$ cat src/rtl/arw_pkg.sv
// ----------------------------------------------------------------------------
// arw_pkg: anti-replay window shared definitions
// transaction types, operation codes and default sizes
// ----------------------------------------------------------------------------
package arw_pkg;

  localparam int unsigned SeqW = 64;
  localparam int unsigned ArwWindowBits = 256;

  typedef enum logic {
    OpCheck = 1'b0,
    OpMark  = 1'b1
  } arw_op_e;

  typedef struct packed {
    arw_op_e         op;
    logic [SeqW-1:0] seq;
  } arw_in_t;

  typedef struct packed {
    logic replay;
    logic marked;
  } arw_out_t;

endpackage

$ cat src/rtl/arw_in_reg.sv
// ----------------------------------------------------------------------------
// arw_in_reg: input register
// holds one incoming transaction until the window stage takes it
// ----------------------------------------------------------------------------
module arw_in_reg
  import arw_pkg::*;
(
  input  logic    clk_i,
  input  logic    rst_ni,
  input  logic    in_valid_i,
  output logic    in_ready_o,
  input  arw_in_t in_item_i,
  output logic    item_valid_o,
  output arw_in_t item_o,
  input  logic    take_i
);

  logic    valid_q, valid_d;
  arw_in_t item_q;
  logic    load;

  assign in_ready_o = !valid_q || take_i;
  assign load       = in_valid_i && in_ready_o;
  assign valid_d    = load || (valid_q && !take_i);

  always_ff @(posedge clk_i or negedge rst_ni) begin
    if (!rst_ni) begin
      valid_q <= 1'b0;
    end else begin
      valid_q <= valid_d;
    end
  end

  always_ff @(posedge clk_i) begin
    if (load) begin
      item_q <= in_item_i;
    end
  end

  assign item_valid_o = valid_q;
  assign item_o       = item_q;

endmodule

$ cat src/rtl/arw_window.sv
// ----------------------------------------------------------------------------
// arw_window: window state and result register
// checks or marks one sequence number per cycle, while the result side is ready, against the bitmap
// ----------------------------------------------------------------------------
module arw_window
  import arw_pkg::*;
#(
  parameter int unsigned WINDOW_BITS = ArwWindowBits
) (
  input  logic     clk_i,
  input  logic     rst_ni,
  input  logic     item_valid_i,
  input  arw_in_t  item_i,
  output logic     take_o,
  output logic     out_valid_o,
  input  logic     out_ready_i,
  output arw_out_t out_item_o
);

  localparam int unsigned IdxW = $clog2(WINDOW_BITS);
  localparam logic [SeqW-1:0] WinSize = SeqW'(WINDOW_BITS);

  logic [SeqW-1:0]        highest_q, highest_d;
  logic [WINDOW_BITS-1:0] bits_q, bits_d;
  logic                   out_valid_q, out_valid_d;
  arw_out_t               out_item_q, out_item_d;

  logic [SeqW-1:0]        fwd_dist, age;
  logic                   seq_zero, newer, too_old, far;
  logic [IdxW-1:0]        age_idx;
  logic [WINDOW_BITS-1:0] shifted;

  assign take_o      = item_valid_i && (!out_valid_q || out_ready_i);
  assign out_valid_d = take_o || (out_valid_q && !out_ready_i);

  assign seq_zero = (item_i.seq == '0);
  assign newer    = (item_i.seq > highest_q);
  assign fwd_dist = item_i.seq - highest_q;
  assign age      = highest_q - item_i.seq;
  assign too_old  = !newer && (age >= WinSize);
  assign far      = (fwd_dist >= WinSize);
  assign age_idx  = age[IdxW-1:0];
  assign shifted  = bits_q << fwd_dist[IdxW-1:0];

  always_comb begin
    highest_d  = highest_q;
    bits_d     = bits_q;
    out_item_d = '0;
    case (item_i.op)
      OpCheck: begin
        if (seq_zero || too_old) begin
          out_item_d.replay = 1'b1;
        end else if (!newer) begin
          out_item_d.replay = bits_q[age_idx];
        end
      end
      OpMark: begin
        if (!seq_zero && !too_old) begin
          out_item_d.marked = 1'b1;
          if (newer) begin
            // window slides up to the new number, which lands on bit 0
            bits_d    = far ? '0 : shifted;
            bits_d[0] = 1'b1;
            highest_d = item_i.seq;
          end else begin
            bits_d[age_idx] = 1'b1;
          end
        end
      end
      default: begin
        out_item_d = '0;
      end
    endcase
  end

  always_ff @(posedge clk_i or negedge rst_ni) begin
    if (!rst_ni) begin
      out_valid_q <= 1'b0;
      highest_q   <= '0;
      bits_q      <= '0;
    end else begin
      out_valid_q <= out_valid_d;
      if (take_o) begin
        highest_q <= highest_d;
        bits_q    <= bits_d;
      end
    end
  end

  always_ff @(posedge clk_i) begin
    if (take_o) begin
      out_item_q <= out_item_d;
    end
  end

  assign out_valid_o = out_valid_q;
  assign out_item_o  = out_item_q;

endmodule

$ cat src/rtl/anti_replay_window_core.sv
// ----------------------------------------------------------------------------
// anti_replay_window_core: sliding window anti-replay filter
// keeps the highest marked sequence number and a bitmap of the window below it
// ----------------------------------------------------------------------------
// Each input transaction is a check (replay query, state unchanged) or a mark
// (record the number as received) and gives exactly one result transaction.
// The block takes one transaction per clock while the output side is ready: a
// transaction is captured in the input register, evaluated against the window
// state while it sits there, and its result is written to the output register
// when the window stage takes it and held until taken. A result is offered
// once its transaction has passed the input and output registers, and
// throughput is one per cycle while the output side is ready. The cycle time
// is set by the 64-bit age/distance subtract feeding the WINDOW_BITS-wide
// barrel shift and bit select of the bitmap. Sequence number zero always reads
// as a replay and is never marked; marks older than the window are dropped
// with marked low.
// ----------------------------------------------------------------------------
module anti_replay_window_core
  import arw_pkg::*;
#(
  parameter int unsigned WINDOW_BITS = ArwWindowBits
) (
  input  logic     clk_i,
  input  logic     rst_ni,
  // input transactions
  input  logic     in_valid_i,
  output logic     in_ready_o,
  input  arw_in_t  in_item_i,
  // result transactions
  output logic     out_valid_o,
  input  logic     out_ready_i,
  output arw_out_t out_item_o
);

  // staged transaction between input register and window stage
  logic    item_valid;
  arw_in_t item;
  logic    take;

  // input register, parts the upstream handshake from the evaluation
  arw_in_reg u_arw_in_reg (
    .clk_i        (clk_i),
    .rst_ni       (rst_ni),
    .in_valid_i   (in_valid_i),
    .in_ready_o   (in_ready_o),
    .in_item_i    (in_item_i),
    .item_valid_o (item_valid),
    .item_o       (item),
    .take_i       (take)
  );

  // window state, single-pass evaluation and result register
  arw_window #(
    .WINDOW_BITS (WINDOW_BITS)
  ) u_arw_window (
    .clk_i        (clk_i),
    .rst_ni       (rst_ni),
    .item_valid_i (item_valid),
    .item_i       (item),
    .take_o       (take),
    .out_valid_o  (out_valid_o),
    .out_ready_i  (out_ready_i),
    .out_item_o   (out_item_o)
  );

endmodule

$ cat config.mk
export PLATFORM = sky130hd
export DESIGN_NAME = anti_replay_window_core
export DESIGN_NICKNAME = d
export VERILOG_FILES = /design/src/rtl/arw_pkg.sv /design/src/rtl/arw_in_reg.sv /design/src/rtl/arw_window.sv /design/src/rtl/anti_replay_window_core.sv
export SDC_FILE = /design/constraint.sdc
export NUM_CORES = 2
export LEC_CHECK = 0
export BUFFER_PORTS_ARGS = -buffer_cell sky130_fd_sc_hd__buf_2
export CELL_PAD_IN_SITES_DETAIL_PLACEMENT = 1
export CELL_PAD_IN_SITES_GLOBAL_PLACEMENT = 1
export CORE_MARGIN = 5
export CORE_UTILIZATION = 54
export DETAILED_ROUTE_END_ITERATION = 10
export PLACE_DENSITY = 0.95
export SYNTH_ARGS = -nofsm -noshare
export SYNTH_HDL_FRONTEND = slang
export SYNTH_SLANG_ARGS = --single-unit
$ cat constraint.sdc
create_clock -name clk_i -period 6.6 [get_ports clk_i]
set_input_delay 1.65 -clock clk_i [delete_from_list [all_inputs] [get_ports clk_i]]
set_output_delay 1.65 -clock clk_i [all_outputs]
set_load 0.01 [all_outputs]
==> reports/qor.tcl, run 1 <==
set qor(floorplan.io_pins) 73
set qor(grt_usage_pct) 71.2
set qor(first_pass_grt_wire_length_um) 497000
set qor(ys.flop_type) {sky130_fd_sc_hd__dfrtp_1}
set qor(row_count) 109
set qor(grt_overflow) 28
set qor(synth_seq_cells) 389
set qor(stop_stage) {global routing}
set qor(globalplace.congestion) 1.27
set qor(library_cell_occupying_the_most_area_in_the_post_synthesis_netlist) {sky130_fd_sc_hd__dfrtp_1}
set qor(cts_buffers) 50
set qor(post_cts_resized) 0
set qor(per_instance_average_area_after_synthesis_sq_um) 8.04
set qor(place.port_buffers) 72
set qor(clock_tree.buffer_depth) 3
set qor(synth_cell_types) 89
set qor(die_h_um) 310
set qor(initial_cell_density_of_the_core_pct) 54.6
set qor(clock_tree_root_driver_cell) {sky130_fd_sc_hd__clkbuf_16}
set qor(tritoncts_num_sinks) 389
set qor(dp.final_hpwl_um) 236000
set qor(synth_async_sr_flop_share_pct) 82.8
set qor(cts_setup_buffers) 0
set qor(die_x_um) 310
set qor(flow.first_error) {[ERROR GRT-0116] Global routing finished with congestion. Check the congestion regions in the DRC Viewer.}
set qor(via_count_of_the_first_global_routing_pass) 66100
set qor(share_of_the_yosys_chip_area_belonging_to_registers_pct) 20.8
set qor(synth_enable_flop_cells) 67
set qor(htreeDepth) 2
set qor(postSynthNetCount) 6224
set qor(area_fraction_of_the_dominant_cell_type_after_synthesis_pct) 16.6
set qor(synthesis.yosys.warnings) 0
set qor(status) {stopped before the end}
set qor(cts_hold_repair.buffers) 0
set qor(post_synth_inst_count) 6026
set qor(grt_max_degree) 132
set qor(synthTopCellsByArea) {sky130_fd_sc_hd__dfrtp_1, sky130_fd_sc_hd__mux4_2, sky130_fd_sc_hd__mux2i_1, sky130_fd_sc_hd__a21oi_1, sky130_fd_sc_hd__nand2_1}
set qor(syn-cell-area_sq_um) 48500
cells in the mapped netlist, drive strengths merged, types with 11 or more instances:
master	n
clkbuf	367
nand2	740
or2	13
edfxtp	67
a31oi	43
a211oi	71
buf	165
nand3	83
a22oi	11
dfrtp	322
a21oi	679
nor2	603
nand2b	14
o2bb2ai	57
o211ai	64
and2	22
a2111oi	14
o22a	36
and4	15
a21boi	16
o221a	15
a221oi	38
ha	127
or3	18
xnor2	62
mux2i	480
nand4	65
o21ai	408
nor4	37
mux2	83
a21o	47
o221ai	24
o22ai	155
inv	181
o32ai	46
o31ai	16
nor3	101
o21bai	19
xor2	18
and3	24
mux4	289
o21a	241
stage by stage:
step	setup WS, ps	area (sq um)	cells
floorplan	2130	48500	6026
global placement	618	51900	7102
detailed placement	606	52000	7103
CTS	537	53700	7196
routing by layer:
| metal | overflow | track usage [%] |
|---|---|---|
| met4 | 16 | 71.7 |
| met1 | 0 | 72.0 |
| met2 | 12 | 89.6 |
| met3 | 0 | 52.2 |
| met5 | 0 | 21.3 |
cell families after synthesis:
family,after synthesis,synth area share (%)
compound gates,2094,27.5
simple gates,1769,15.7
mux,852,25.3
buf+inv,713,6.01
flops,389,20.8
fa+ha+maj,129,3.36
xor+xnor,80,1.45
==> run 2, diff against run 1 <==
--- a/config.mk
+++ b/config.mk
@@ -6,12 +6,10 @@
 export NUM_CORES = 2
 export LEC_CHECK = 0
 export BUFFER_PORTS_ARGS = -buffer_cell sky130_fd_sc_hd__buf_2
-export CELL_PAD_IN_SITES_DETAIL_PLACEMENT = 1
-export CELL_PAD_IN_SITES_GLOBAL_PLACEMENT = 1
 export CORE_MARGIN = 5
-export CORE_UTILIZATION = 54
+export CORE_UTILIZATION = 40
 export DETAILED_ROUTE_END_ITERATION = 10
-export PLACE_DENSITY = 0.95
+export PLACE_DENSITY_LB_ADDON = 0.15
 export SYNTH_ARGS = -nofsm -noshare
 export SYNTH_HDL_FRONTEND = slang
 export SYNTH_SLANG_ARGS = --single-unit
==> run 2 against run 1 <==
The flow now finishes without violations. Synthesized cell count unchanged. Area after synthesis unchanged.
==> reports/qor.tcl, run 2 <==
set qor(slew_headroom_pct) 5.42
set qor(row_count) 127 ;# +17%
set qor(globalplace.congestion) 1.08 ;# -15%
set qor(synth_async_sr_flop_share_pct) 82.8 ;# unchanged
set qor(worstPathCellList) {inv_1 > ha_1 > nand3b_1 > a21boi_0 > or2_4 > nand2_1 > nor2_1 > mux2i_1 > buf_4 > nor2_1 > a21oi_1 > o21ai_0 > a2bb2oi_1 > a21oi_1}
set qor(status) {complete, no violations}
set qor(finalClockSkew_ps) 43.1
set qor(timing.final.hold_violations) 0
set qor(fmax_mhz) 161
set qor(grt_use_met3_pct) 11.0
set qor(post_synth_inst_count) 6026 ;# unchanged
set qor(final.period_utilization_pct) 94.0
set qor(routed_via_density) 7.18
set qor(synth_seq_cells) 389 ;# unchanged
set qor(areaGrowthSynthToFinish_pct) 11.2
set qor(post_cts_resized) 0 ;# unchanged
set qor(htreeDepth) 2 ;# unchanged
set qor(final-setup-viol-count) 0
set qor(die_h_um) 358 ;# +16%
set qor(syn-cell-area_sq_um) 48500 ;# unchanged
set qor(worst_r2r_startpoint) {u_arw_in_reg.item_o[2]}
set qor(crit_start) {u_arw_in_reg.item_o[2]}
set qor(drt.antenna.violating_nets) 0
set qor(timing_worst_setup_path_type) {reg -> reg}
set qor(worstReg2RegEnd) {u_arw_window.bits_q[164]}
set qor(cts_setup_buffers) 0 ;# unchanged
set qor(cts_tree) {done}
set qor(via_count_of_the_first_global_routing_pass) 51900
set qor(cp-start-kind) {flop}
set qor(per_instance_average_area_after_synthesis_sq_um) 8.04 ;# unchanged
set qor(min-delay-path-class) {reg -> reg}
set qor(first_pass_grt_wire_length_um) 407000
set qor(cts_hold_repair.buffers) 0 ;# unchanged
set qor(grt_usage_pct) 44.8
set qor(post-route-min-period_ps) 6200
set qor(remaining_drc_errors) 0
set qor(via_count) 54600
set qor(synthesis.yosys.warnings) 0 ;# unchanged
set qor(critical-path-max-stage-delay_ps) 1060
set qor(slew_violations) 0
set qor(wl_per_cell_um) 38.9
set qor(most-common-layout-cells) {sky130_fd_sc_hd__nand2_1, sky130_fd_sc_hd__a21oi_1, sky130_fd_sc_hd__nor2_1, sky130_fd_sc_hd__mux2i_1, sky130_fd_sc_hd__o21ai_0}
set qor(critPathSlowestCell) {sky130_fd_sc_hd__o21ai_0}
set qor(place.port_buffers) 72 ;# unchanged
set qor(cts_buffers) 53 ;# +6.0%
set qor(tritoncts_num_sinks) 389 ;# unchanged
set qor(clk_pin_slew_worst_paths_ps) 70
set qor(library_cell_occupying_the_most_area_in_the_post_synthesis_netlist) {sky130_fd_sc_hd__dfrtp_1}
set qor(floorplan.io_pins) 73 ;# unchanged
set qor(postRouteWirelength_um) 296000
set qor(largest_register) {u_arw_window.bits_q}
set qor(setup_tns_ps) 0
set qor(share_of_the_yosys_chip_area_belonging_to_registers_pct) 20.8 ;# unchanged
set qor(largest_register_ff_count) 256
set qor(filler_cell_count) 12300
set qor(timing.critical_path.to) {u_arw_window.bits_q[164]}
set qor(grtUsageMet2_pct) 68.7
set qor(clock_tree.buffer_depth) 3 ;# unchanged
set qor(ys.flop_type) {sky130_fd_sc_hd__dfrtp_1}
set qor(clock_tree_root_driver_cell) {sky130_fd_sc_hd__clkbuf_16}
set qor(core_area_sq_um) 120000
set qor(worstMarginPinSlew_ps) 1410
set qor(initial_cell_density_of_the_core_pct) 40.4 ;# -14 points
set qor(max_cap_violations) 0
set qor(postSynthNetCount) 6224 ;# unchanged
set qor(critPathCaptureType) {flop}
set qor(worstPathMaxFanout) 43
set qor(synth_commonest_cells) {sky130_fd_sc_hd__nand2_1, sky130_fd_sc_hd__a21oi_1, sky130_fd_sc_hd__nor2_1}
set qor(ff2ff_setup_slack_ps) 400
set qor(cells_on_worst_reg2reg_path) 14
set qor(area_fraction_of_the_dominant_cell_type_after_synthesis_pct) 16.6 ;# unchanged
set qor(firstDrtPassIters) 6
set qor(final_net_count) 6133
set qor(grt_overflow) 0
set qor(drt_iter0_drc) 8316
set qor(die_x_um) 358 ;# +16%
set qor(globalRoute.busiestLayer) {met2}
set qor(critPathRequiredTime_ps) 7210
set qor(groute.layer.met1.usage_pct) 52.6
set qor(worst-endpoint-arrival_ps) 6820
set qor(synthTopCellsByArea) {sky130_fd_sc_hd__dfrtp_1, sky130_fd_sc_hd__mux4_2, sky130_fd_sc_hd__mux2i_1, sky130_fd_sc_hd__a21oi_1, sky130_fd_sc_hd__nand2_1}
set qor(clock_insertion_delay_worst_skew_ps) 720
set qor(dieArea_sq_um) 128000
set qor(synth_enable_flop_cells) 67 ;# unchanged
set qor(leading_cell_type_by_number_of_instances_after_synthesis) {sky130_fd_sc_hd__nand2_1}
set qor(dp.final_hpwl_um) 230000 ;# -2.5%
set qor(initial_antenna_violation_count) 26
set qor(layout_commonest_cell) {sky130_fd_sc_hd__nand2_1}
set qor(synth_cell_types) 89 ;# unchanged
set qor(drive_above_1_share_pct) 16.0
set qor(rsz0062_at_grt) {false}
set qor(grt_max_degree) 134
-- run 2: cell counts after synthesis --
No cell type changed its count.
-- run 2: layer usage --
metal / vias up / routed length [um]
met1: 26900 / 105000
met2: 4026 / 128000
met5: - / 74
met3: 1118 / 30700
met4: 14 / 32700
li1: 22600 / -
-- run 2: cell type report --
class | instances | area, sq um | share of cell area [%]
well taps | 1612 | 2020 | 3.74
repair buffers | 386 | 3330 | 6.18
clock inverters | 32 | 414 | 0.768
diodes | 14 | 35.0 | 0.0650
clock buffers | 67 | 1460 | 2.71
multi-input cells | 4924 | 35900 | 66.6
flip-flops and latches | 389 | 10100 | 18.7
inverters | 181 | 679 | 1.26
-- run 2: kinds of logic after synthesis --
| group | after synthesis | share of synthesized area (%) |
|---|---|---|
| compound gates | 2094 | 27.5 |
| simple gates | 1769 | 15.7 |
| mux | 852 | 25.3 |
| buf+inv | 713 | 6.01 |
| flops | 389 | 20.8 |
| fa+ha+maj | 129 | 3.36 |
| xor+xnor | 80 | 1.45 |
-- run 2: critical path, delay by kind of cell, from the launching register on --
kind                       cells  cell delay (ps)
and+or+nand+nor                5             2070
buffers and inverters          2              350
adders and majority gates      1              640
muxes                          1              330
DFF                            1              400
AOI/OAI and AO/OA              5             2170
-- run 2: worst min-delay path by stage --
stage | end | startpoint | cells past startpoint
2_1_floorplan | u_arw_window.out_valid_o | u_arw_in_reg.item_valid_o | 1
3_3_place_gp | u_arw_window.out_valid_o | u_arw_in_reg.item_valid_o | 1
3_5_place_dp | u_arw_window.out_valid_o | u_arw_in_reg.item_valid_o | 1
4_1_cts | u_arw_window.out_valid_o | u_arw_in_reg.item_valid_o | 1
5_1_grt | u_arw_window.out_valid_o | u_arw_in_reg.item_valid_o | 1
6_report | u_arw_window.out_valid_o | u_arw_in_reg.item_valid_o | 1
-- run 2: stage by stage --
stage          instances  hold WS, ps  util, %  cell area, sq um  setup slack, ps
2_1_floorplan       6026          457        -             48500             2130
3_3_place_gp        7492          464     43.3             52000              595
6_report            7605          489     44.9             53900              395
5_1_grt             7591          523     44.8             53900              241
4_1_cts             7591          487     44.8             53900              572
3_5_place_dp        7492          472     43.3             52000              624
Power of run 2 is not shown: default switching activity piles up to over one toggle a cycle in this logic, so the estimate is an artifact.
